## config.mk

```make
export PLATFORM = sky130hd
export DESIGN_NAME = ile_ctrl
export DESIGN_NICKNAME = d
export VERILOG_FILES = /design/src/sv/ile_pkg.sv /design/src/sv/ile_ctrl.sv
export SDC_FILE = /design/constraint.sdc
export NUM_CORES = 1
export LEC_CHECK = 0
export BUFFER_PORTS_ARGS = -buffer_cell sky130_fd_sc_hd__clkbuf_2
export CAP_MARGIN = 40
export CELL_PAD_IN_SITES_DETAIL_PLACEMENT = 1
export CELL_PAD_IN_SITES_GLOBAL_PLACEMENT = 1
export CORE_ASPECT_RATIO = 0.9
export CORE_UTILIZATION = 42
export CTS_CLUSTER_DIAMETER = 30
export DETAILED_ROUTE_END_ITERATION = 7
export GPL_TIMING_DRIVEN = 0
export HOLD_SLACK_MARGIN = 0.06
export MAX_ROUTING_LAYER = met4
export PLACE_DENSITY_LB_ADDON = 0.1
export SLEW_MARGIN = 20
export SYNTH_ARGS = -nofsm -noshare
export SYNTH_HDL_FRONTEND = slang
export SYNTH_SLANG_ARGS = --single-unit
export TNS_END_PERCENT = 5
```

## constraint.sdc

```tcl
create_clock -name i_clk -period 4.9 [get_ports i_clk]
set_input_delay 0 -clock i_clk [delete_from_list [all_inputs] [get_ports i_clk]]
set_output_delay 0 -clock i_clk [all_outputs]
set_load 0.005 [all_outputs]
```

## src/sv/ile_pkg.sv

```systemverilog
// Shared types and constants for the indexed list engine.
// Holds operation and status codes and the request and response beat structs.
// No dependencies.
package ile_pkg;

    localparam int ILE_CAPACITY   = 256;
    localparam int ILE_DATA_WIDTH = 32;

    typedef enum logic [2:0] {
        OP_APPEND     = 3'd0,
        OP_INSERT     = 3'd1,
        OP_GET        = 3'd2,
        OP_SET        = 3'd3,
        OP_REMOVE_AT  = 3'd4,
        OP_FIND       = 3'd5,
        OP_REMOVE_VAL = 3'd6,
        OP_CLEAR      = 3'd7
    } t_ile_op;

    typedef enum logic [1:0] {
        ST_OK      = 2'd0,
        ST_RANGE   = 2'd1,
        ST_FULL    = 2'd2,
        ST_MISSING = 2'd3
    } t_ile_status;

    typedef struct packed {
        t_ile_op     operation;
        logic [8:0]  position_in;
        logic [31:0] item_value;
    } t_ile_req;

    typedef struct packed {
        t_ile_status status;
        logic [31:0] value_out;
        logic [7:0]  found_position;
        logic [8:0]  entry_count;
    } t_ile_rsp;

endpackage

```

## src/sv/ile_ctrl.sv

```systemverilog
// Sequencer of the indexed list engine: decodes a request, walks the entry
// memory one address per cycle through a shared compare and index unit.
// Depends on ile_pkg.
module ile_ctrl import ile_pkg::*; #(
    parameter int CAPACITY   = ILE_CAPACITY,
    parameter int DATA_WIDTH = ILE_DATA_WIDTH
) (
    input  logic                        i_clk,
    input  logic                        i_rst_n,
    input  logic                        i_req_valid,
    output logic                        o_req_ready,
    input  t_ile_req                    i_req,
    output logic                        o_res_valid,
    input  logic                        i_res_ready,
    output t_ile_rsp                    o_res,
    output logic                        o_mem_we,
    output logic [$clog2(CAPACITY)-1:0] o_mem_waddr,
    output logic [DATA_WIDTH-1:0]       o_mem_wdata,
    output logic                        o_mem_re,
    output logic [$clog2(CAPACITY)-1:0] o_mem_raddr,
    input  logic [DATA_WIDTH-1:0]       i_mem_rdata
);

    localparam int AW = $clog2(CAPACITY);
    localparam int CW = $clog2(CAPACITY + 1);
    localparam int PW = (CW > 9) ? CW : 9;
    localparam logic [CW-1:0] CAP_C = CW'(CAPACITY);

    typedef enum logic [2:0] {
        S_IDLE,
        S_READ,
        S_SCAN,
        S_MOVE,
        S_DONE
    } t_state;

    t_state              r_state, n_state;
    logic [CW-1:0]       r_cnt, n_cnt;
    t_ile_op             r_op, n_op;
    logic [PW-1:0]       r_pos, n_pos;
    logic [DATA_WIDTH-1:0] r_val, n_val;
    logic [CW-1:0]       r_ridx, n_ridx;
    logic [AW-1:0]       r_widx, n_widx;
    logic [CW-1:0]       r_left, n_left;
    logic                r_pend, n_pend;
    logic                r_up, n_up;
    t_ile_status         r_status, n_status;
    logic [DATA_WIDTH-1:0] r_value, n_value;
    logic [AW-1:0]       r_where, n_where;

    logic [PW-1:0]         pos_x;
    logic [PW-1:0]         cnt_x;
    logic [DATA_WIDTH-1:0] v_in;
    logic                  full;
    logic                  hit;

    assign pos_x = PW'(i_req.position_in);
    assign cnt_x = PW'(r_cnt);
    assign v_in  = DATA_WIDTH'(i_req.item_value);
    assign full  = (r_cnt >= CAP_C);
    // The one comparator shared by every search step.
    assign hit   = (i_mem_rdata == r_val);

    always_comb begin
        n_state  = r_state;
        n_cnt    = r_cnt;
        n_op     = r_op;
        n_pos    = r_pos;
        n_val    = r_val;
        n_ridx   = r_ridx;
        n_widx   = r_widx;
        n_left   = r_left;
        n_pend   = r_pend;
        n_up     = r_up;
        n_status = r_status;
        n_value  = r_value;
        n_where  = r_where;
        o_mem_we    = 1'b0;
        o_mem_waddr = r_widx;
        o_mem_wdata = r_val;
        o_mem_re    = 1'b0;
        o_mem_raddr = r_ridx[AW-1:0];

        unique case (r_state)
            S_IDLE: begin
                if (i_req_valid) begin
                    n_op     = i_req.operation;
                    n_pos    = pos_x;
                    n_val    = v_in;
                    n_status = ST_OK;
                    n_value  = '0;
                    n_where  = '0;
                    n_pend   = 1'b0;
                    unique case (i_req.operation)
                        OP_APPEND: begin
                            n_state = S_DONE;
                            if (full) begin
                                n_status = ST_FULL;
                            end else begin
                                o_mem_we    = 1'b1;
                                o_mem_waddr = r_cnt[AW-1:0];
                                o_mem_wdata = v_in;
                                n_cnt       = r_cnt + 1'b1;
                            end
                        end
                        OP_INSERT: begin
                            if (pos_x > cnt_x) begin
                                n_status = ST_RANGE;
                                n_state  = S_DONE;
                            end else if (full) begin
                                n_status = ST_FULL;
                                n_state  = S_DONE;
                            end else begin
                                n_up    = 1'b1;
                                n_ridx  = r_cnt - 1'b1;
                                n_left  = r_cnt - pos_x[CW-1:0];
                                n_state = S_MOVE;
                            end
                        end
                        OP_GET, OP_SET, OP_REMOVE_AT: begin
                            if (pos_x >= cnt_x) begin
                                n_status = ST_RANGE;
                                n_state  = S_DONE;
                            end else begin
                                o_mem_re    = 1'b1;
                                o_mem_raddr = pos_x[AW-1:0];
                                n_state     = S_READ;
                            end
                        end
                        OP_FIND, OP_REMOVE_VAL: begin
                            n_ridx  = '0;
                            n_left  = r_cnt;
                            n_state = S_SCAN;
                        end
                        OP_CLEAR: begin
                            n_cnt   = '0;
                            n_state = S_DONE;
                        end
                        default: begin
                            n_state = S_DONE;
                        end
                    endcase
                end
            end
            S_READ: begin
                n_value = i_mem_rdata;
                n_state = S_DONE;
                if (r_op == OP_SET) begin
                    o_mem_we    = 1'b1;
                    o_mem_waddr = r_pos[AW-1:0];
                    o_mem_wdata = r_val;
                end else if (r_op == OP_REMOVE_AT) begin
                    n_up    = 1'b0;
                    n_ridx  = r_pos[CW-1:0] + 1'b1;
                    n_left  = r_cnt - 1'b1 - r_pos[CW-1:0];
                    n_pend  = 1'b0;
                    n_state = S_MOVE;
                end
            end
            S_SCAN: begin
                if (r_pend && hit) begin
                    n_where = r_widx;
                    n_value = i_mem_rdata;
                    n_pend  = 1'b0;
                    if (r_op == OP_REMOVE_VAL) begin
                        n_up    = 1'b0;
                        n_ridx  = CW'(r_widx) + 1'b1;
                        n_left  = r_cnt - 1'b1 - CW'(r_widx);
                        n_state = S_MOVE;
                    end else begin
                        n_state = S_DONE;
                    end
                end else if (r_left != '0) begin
                    o_mem_re = 1'b1;
                    n_widx   = r_ridx[AW-1:0];
                    n_ridx   = r_ridx + 1'b1;
                    n_left   = r_left - 1'b1;
                    n_pend   = 1'b1;
                end else if (r_pend) begin
                    n_pend = 1'b0;
                end else begin
                    n_status = ST_MISSING;
                    n_state  = S_DONE;
                end
            end
            S_MOVE: begin
                // Each read entry is written one place up or down in the cycle after its read.
                if (r_pend) begin
                    o_mem_we    = 1'b1;
                    o_mem_waddr = r_widx;
                    o_mem_wdata = i_mem_rdata;
                end
                if (r_left != '0) begin
                    o_mem_re = 1'b1;
                    n_widx   = r_up ? (r_ridx[AW-1:0] + 1'b1) : (r_ridx[AW-1:0] - 1'b1);
                    n_ridx   = r_up ? (r_ridx - 1'b1) : (r_ridx + 1'b1);
                    n_left   = r_left - 1'b1;
                    n_pend   = 1'b1;
                end else if (r_pend) begin
                    n_pend = 1'b0;
                end else begin
                    n_state = S_DONE;
                    if (r_up) begin
                        o_mem_we    = 1'b1;
                        o_mem_waddr = r_pos[AW-1:0];
                        o_mem_wdata = r_val;
                        n_cnt       = r_cnt + 1'b1;
                    end else begin
                        n_cnt = r_cnt - 1'b1;
                    end
                end
            end
            S_DONE: begin
                if (i_res_ready) begin
                    n_state = S_IDLE;
                end
            end
            default: begin
                n_state = S_IDLE;
            end
        endcase
    end

    always_ff @(posedge i_clk) begin
        if (!i_rst_n) begin
            r_state <= S_IDLE;
            r_cnt   <= '0;
            r_pend  <= 1'b0;
        end else begin
            r_state <= n_state;
            r_cnt   <= n_cnt;
            r_pend  <= n_pend;
        end
        r_op     <= n_op;
        r_pos    <= n_pos;
        r_val    <= n_val;
        r_ridx   <= n_ridx;
        r_widx   <= n_widx;
        r_left   <= n_left;
        r_up     <= n_up;
        r_status <= n_status;
        r_value  <= n_value;
        r_where  <= n_where;
    end

    assign o_req_ready = (r_state == S_IDLE);
    assign o_res_valid = (r_state == S_DONE);

    always_comb begin
        o_res.status         = r_status;
        o_res.value_out      = 32'(r_value);
        o_res.found_position = 8'(r_where);
        o_res.entry_count    = 9'(r_cnt);
    end

    a_cnt_bound: assert property (@(posedge i_clk) disable iff (!i_rst_n)
        r_cnt <= CAP_C)
        else $error("entry count exceeds capacity");

    a_waddr_bound: assert property (@(posedge i_clk) disable iff (!i_rst_n)
        o_mem_we |-> (CW'(o_mem_waddr) < CAP_C))
        else $error("memory write beyond capacity");

    a_pend_read: assert property (@(posedge i_clk) disable iff (!i_rst_n)
        r_pend |-> $past(o_mem_re))
        else $error("pending read data without a read issued");

    a_err_zero: assert property (@(posedge i_clk) disable iff (!i_rst_n)
        (o_res_valid && (o_res.status != ST_OK)) |->
            (o_res.value_out == 32'd0 && o_res.found_position == 8'd0))
        else $error("error result carries nonzero value or position");

endmodule

```

==> impl_results.md <==
* Status: finished clean
* Initial core utilization at 0.431
* Syn nets at 1,059
* Crit path cell chain: clkbuf_1 > inv_1 > ha_1 > nor3b_1 > xor2_1 > ha_1 > a21oi_1 > o22ai_1 > nor2_1 > a21oi_1 > xnor2_1 > mux2_2 > o211ai_1
* Top Ports at 183
* H-tree Lvls at 4
* Final setup viols at 0
* Hold WC Path Type: input pin to register
* Simple-gate share of the synthesized area at 0.200
* DRT iter0 DRCs at 830
* DR top layer: met4
* Vias in the first global route at 8,861
* RD Place Congestion at 0.942
* Post-synthesis mux area share at 0.0145
* Area share of fa/ha/maj cells after synthesis at 0.0642
* Top_reg_cell synth: edfxtp_1
* Synthesis-stage register bit count at 125
* CP max FO at 10
* Via density at 5.82
* Final ANT Viol Nets at 0
* Most frequent cells in the layout: 182 x clkbuf_2, 129 x nand2_1, 112 x edfxtp_1
* Largest net degree at the start of global routing at 26
* Max Fclk at 0.238 GHz
* Period utilization at 0.856
* WL met3 at 2280 µm
* TritonCTS buffer count at 17
* Post-Layout Inst Area at 11,400 µm²
* Startpoint Class: register
* # DRC at 0
* M1 WL at 14,900 µm
* Arr. time, crit path at 4.44 ns
* Dpl cells at 1,378
* Unrepaired setup endpoints after global routing: no
* Multi-input logic area at 4680 µm²
* Reg2Reg Setup Slack at 0.71 ns
* WL met2 at 15,700 µm
* Post-synthesis compound-gate area fraction at 0.163
* Tot GR Track Use at 0.327
* Max Buffers Root-to-Sink at 2
* Grt total ovfl at 0
* Die Y at 138 µm
* Max Cap Viol at 0
* Clk slew on worst S/H paths at 0.06 ns
* CP Data Required Time at 5.15 ns
* Antenna diode count at 0
* Clk sinks at 125
* Row count at 49
* Clock Skew at 0.0127 ns
* Layout area overhead at 31.9%
* Most common cell after layout, fill and taps aside: clkbuf_2
* First-pass iteration count of the detailed router at 7
* Die X at 153 µm
* Core Region at 20,100 µm²
* Critical Path End: r_left[8]$_DFFE_PP_
* Post-detailed-route wirelength per cell at 22.5 µm
* Syn Area/Cell at 9.24 µm²
* TNS Setup at 0 ns
* Register area share after synthesis at 0.418
* Main combinational cell family by area after synthesis: simple AND/OR/NAND/NOR gates
* Non-Filler Instances at 1,489
* # fillers at 2,353
* WP depth at 13
* Leak Pwr at 4.78 nW
* Fin nets at 1,343
* Ys Warns at 0
* Fraction of synthesized cell area in xor and xnor cells at 0.0961
* Crit. End Element: register
* Cell area power density at 311 nW/µm²
* Synth async-reset ratio at 0
* DIE AREA at 21,200 µm²
* Critical path class: register to register
* Via count at 8,663
* RR Startpoint: cnt_x[0]$_SDFFE_PN0P_
* Post CTS Setup Buffer Count at 0
* Cell Area, Synth at 8660 µm²
* CP Buf/Inv Count at 2
* Latest clock arrival within the worst-skew pair at 0.43 ns
* First-pass GRT wire length at 51,200 µm
* Reg area at 3620 µm²
* Share of layout cells above drive strength 1 at 0.195
* Synth cell types at 66
* Worst reg2reg path depth at 13
* Reg-to-reg endpoint: r_left[8]$_DFFE_PP_
* Fin. max-slew vios at 0
* Worst path top cell family by delay: simple AND/OR/NAND/NOR gates
* Fin. Hold Viols at 0
* Tmin final at 4.19 ns
* WL final at 33,500 µm
* Slowest CP cell: nor3b_1
* VDD IR max at 234 µV
* CP peak stage delay at 0.66 ns
* Worst slew pin tran at 0.870 ns
* CTS tree: yes
* EDFF count, synth at 112
* Synthesized instance count at 937
* Number of antenna violations at the first check in global routing at 0
* Relative max-transition margin at 0.418
* Clk root buf: clkbuf_16
* Final core occ at 0.568
* Placed Area at 9980 µm²
* IO Port Bufs at 182
* Worst Setup SP: cnt_x[0]$_SDFFE_PN0P_
* HPWL after detailed placement at 23,900 µm
## worst min-delay path by stage
| stage | start | end | cells past startpoint |
|---|---|---|---|
| 2_1_floorplan | i_req[41] | r_op[0]$_DFFE_PP_ | 0 |
| 3_3_place_gp | i_req[26] | r_val[26]$_DFFE_PP_ | 1 |
| 3_5_place_dp | i_req[39] | r_pos[7]$_DFFE_PP_ | 1 |
| 4_1_cts | i_req_valid | r_status[0]$_SDFFCE_PP1P_ | 3 |
| 5_1_grt | i_req_valid | r_status[0]$_SDFFCE_PP1P_ | 3 |
| 6_report | i_req_valid | r_status[1]$_SDFFCE_PP1P_ | 3 |
## worst register-to-register path, stage by stage, from the launching register on
cell and delay [ns]:
dfxtp_1 0.39, clkbuf_1 0.28, inv_1 0.21, ha_1 0.23, nor3b_1 0.66, xor2_1 0.62, ha_1 0.42, a21oi_1 0.15
o22ai_1 0.09, nor2_1 0.19, a21oi_1 0.16, xnor2_1 0.16, mux2_2 0.27, o211ai_1 0.20
## per-stage QoR
stage / power [mW] / setup WS [ns] / hold WS (ns)
4_1_cts: 3.53 / 0.870 / 0.102
6_report: 3.55 / 0.705 / 0.111
3_5_place_dp: 2.02 / 0.919 / 0.196
2_1_floorplan: 1.73 / 1.24 / 0.0989
5_1_grt: 3.67 / 0.651 / 0.163
3_3_place_gp: 1.99 / -0.604 / 0.192
## flip-flops by register name, indices dropped and copies added (netlist names)
register / flops
cnt_x: 9
r_left: 9
r_op: 3
r_pend: 1
r_pos: 9
r_ridx: 8
r_state: 3
r_status: 2
r_up: 1
r_val: 32
r_value: 32
r_where: 8
r_widx: 8
## cells in the mapped netlist, drive strengths merged, types with 4 or more instances
| library cell | number | area (µm²) |
|---|---|---|
| nand2 | 129 | 484 |
| a211oi | 4 | 30.0 |
| xnor2 | 66 | 578 |
| or3 | 5 | 31.3 |
| dfxtp | 13 | 260 |
| a22oi | 37 | 278 |
| mux2 | 4 | 45.0 |
| nor3 | 23 | 115 |
| ha | 38 | 475 |
| inv | 48 | 180 |
| a222oi | 13 | 130 |
| and3 | 8 | 50.1 |
| a21oi | 33 | 165 |
| o21a | 7 | 52.6 |
| buf | 8 | 38.8 |
| nand3 | 19 | 95.1 |
| nand4 | 11 | 68.8 |
| clkbuf | 41 | 154 |
| edfxtp | 112 | 3360 |
| o31ai | 5 | 37.5 |
| fa | 4 | 80.1 |
| nor2 | 64 | 240 |
| a31oi | 4 | 25.0 |
| nand2b | 7 | 43.8 |
| mux2i | 8 | 80.1 |
| nor4 | 13 | 96.3 |
| a21o | 8 | 60.1 |
| o211ai | 8 | 60.1 |
| and2 | 11 | 68.8 |
| o21bai | 4 | 30.0 |
| nor2b | 50 | 313 |
| o21ai | 59 | 299 |
| xor2 | 29 | 254 |
## metal layers
| layer | up-vias | track usage |
|---|---|---|
| met5 | - | - |
| met4 | 0 | 0.0905 |
| met3 | 45 | 0.0511 |
| met2 | 365 | 0.516 |
| met1 | 4290 | 0.438 |
| li1 | 3963 | - |
## cell families after synthesis
kind of cell               count (synthesis)
buffers and inverters                     98
adders and majority gates                 42
muxes                                     12
DFF                                      125
AOI/OAI and AO/OA                        211
and+or+nand+nor                          354
xor gates and xnor gates                  95
## area by class of cell
class / count / share of cell area
inverter: 49 / 0.0161
clock inverter: 14 / 0.0201
timing repair buffer: 265 / 0.154
buffer: 49 / 0.0169
tap: 255 / 0.0279
sequential: 125 / 0.317
multi-input combinational: 714 / 0.410
clock buffer: 18 / 0.0376
## power by group
group / internal, mW / switching [mW] / total [mW]
sequential: 1.27 / 0.0633 / 1.33
clock: 0.916 / 0.554 / 1.47
combinational: 0.316 / 0.436 / 0.752
total: 2.50 / 1.05 / 3.55
## timing repair
action | in CTS | in global routing
hold buffers | 77 | 0
resized for setup | 0 | 0
endpoints found under the hold margin | 78 | 0
Note: power is estimated with default switching activity, not from simulation.
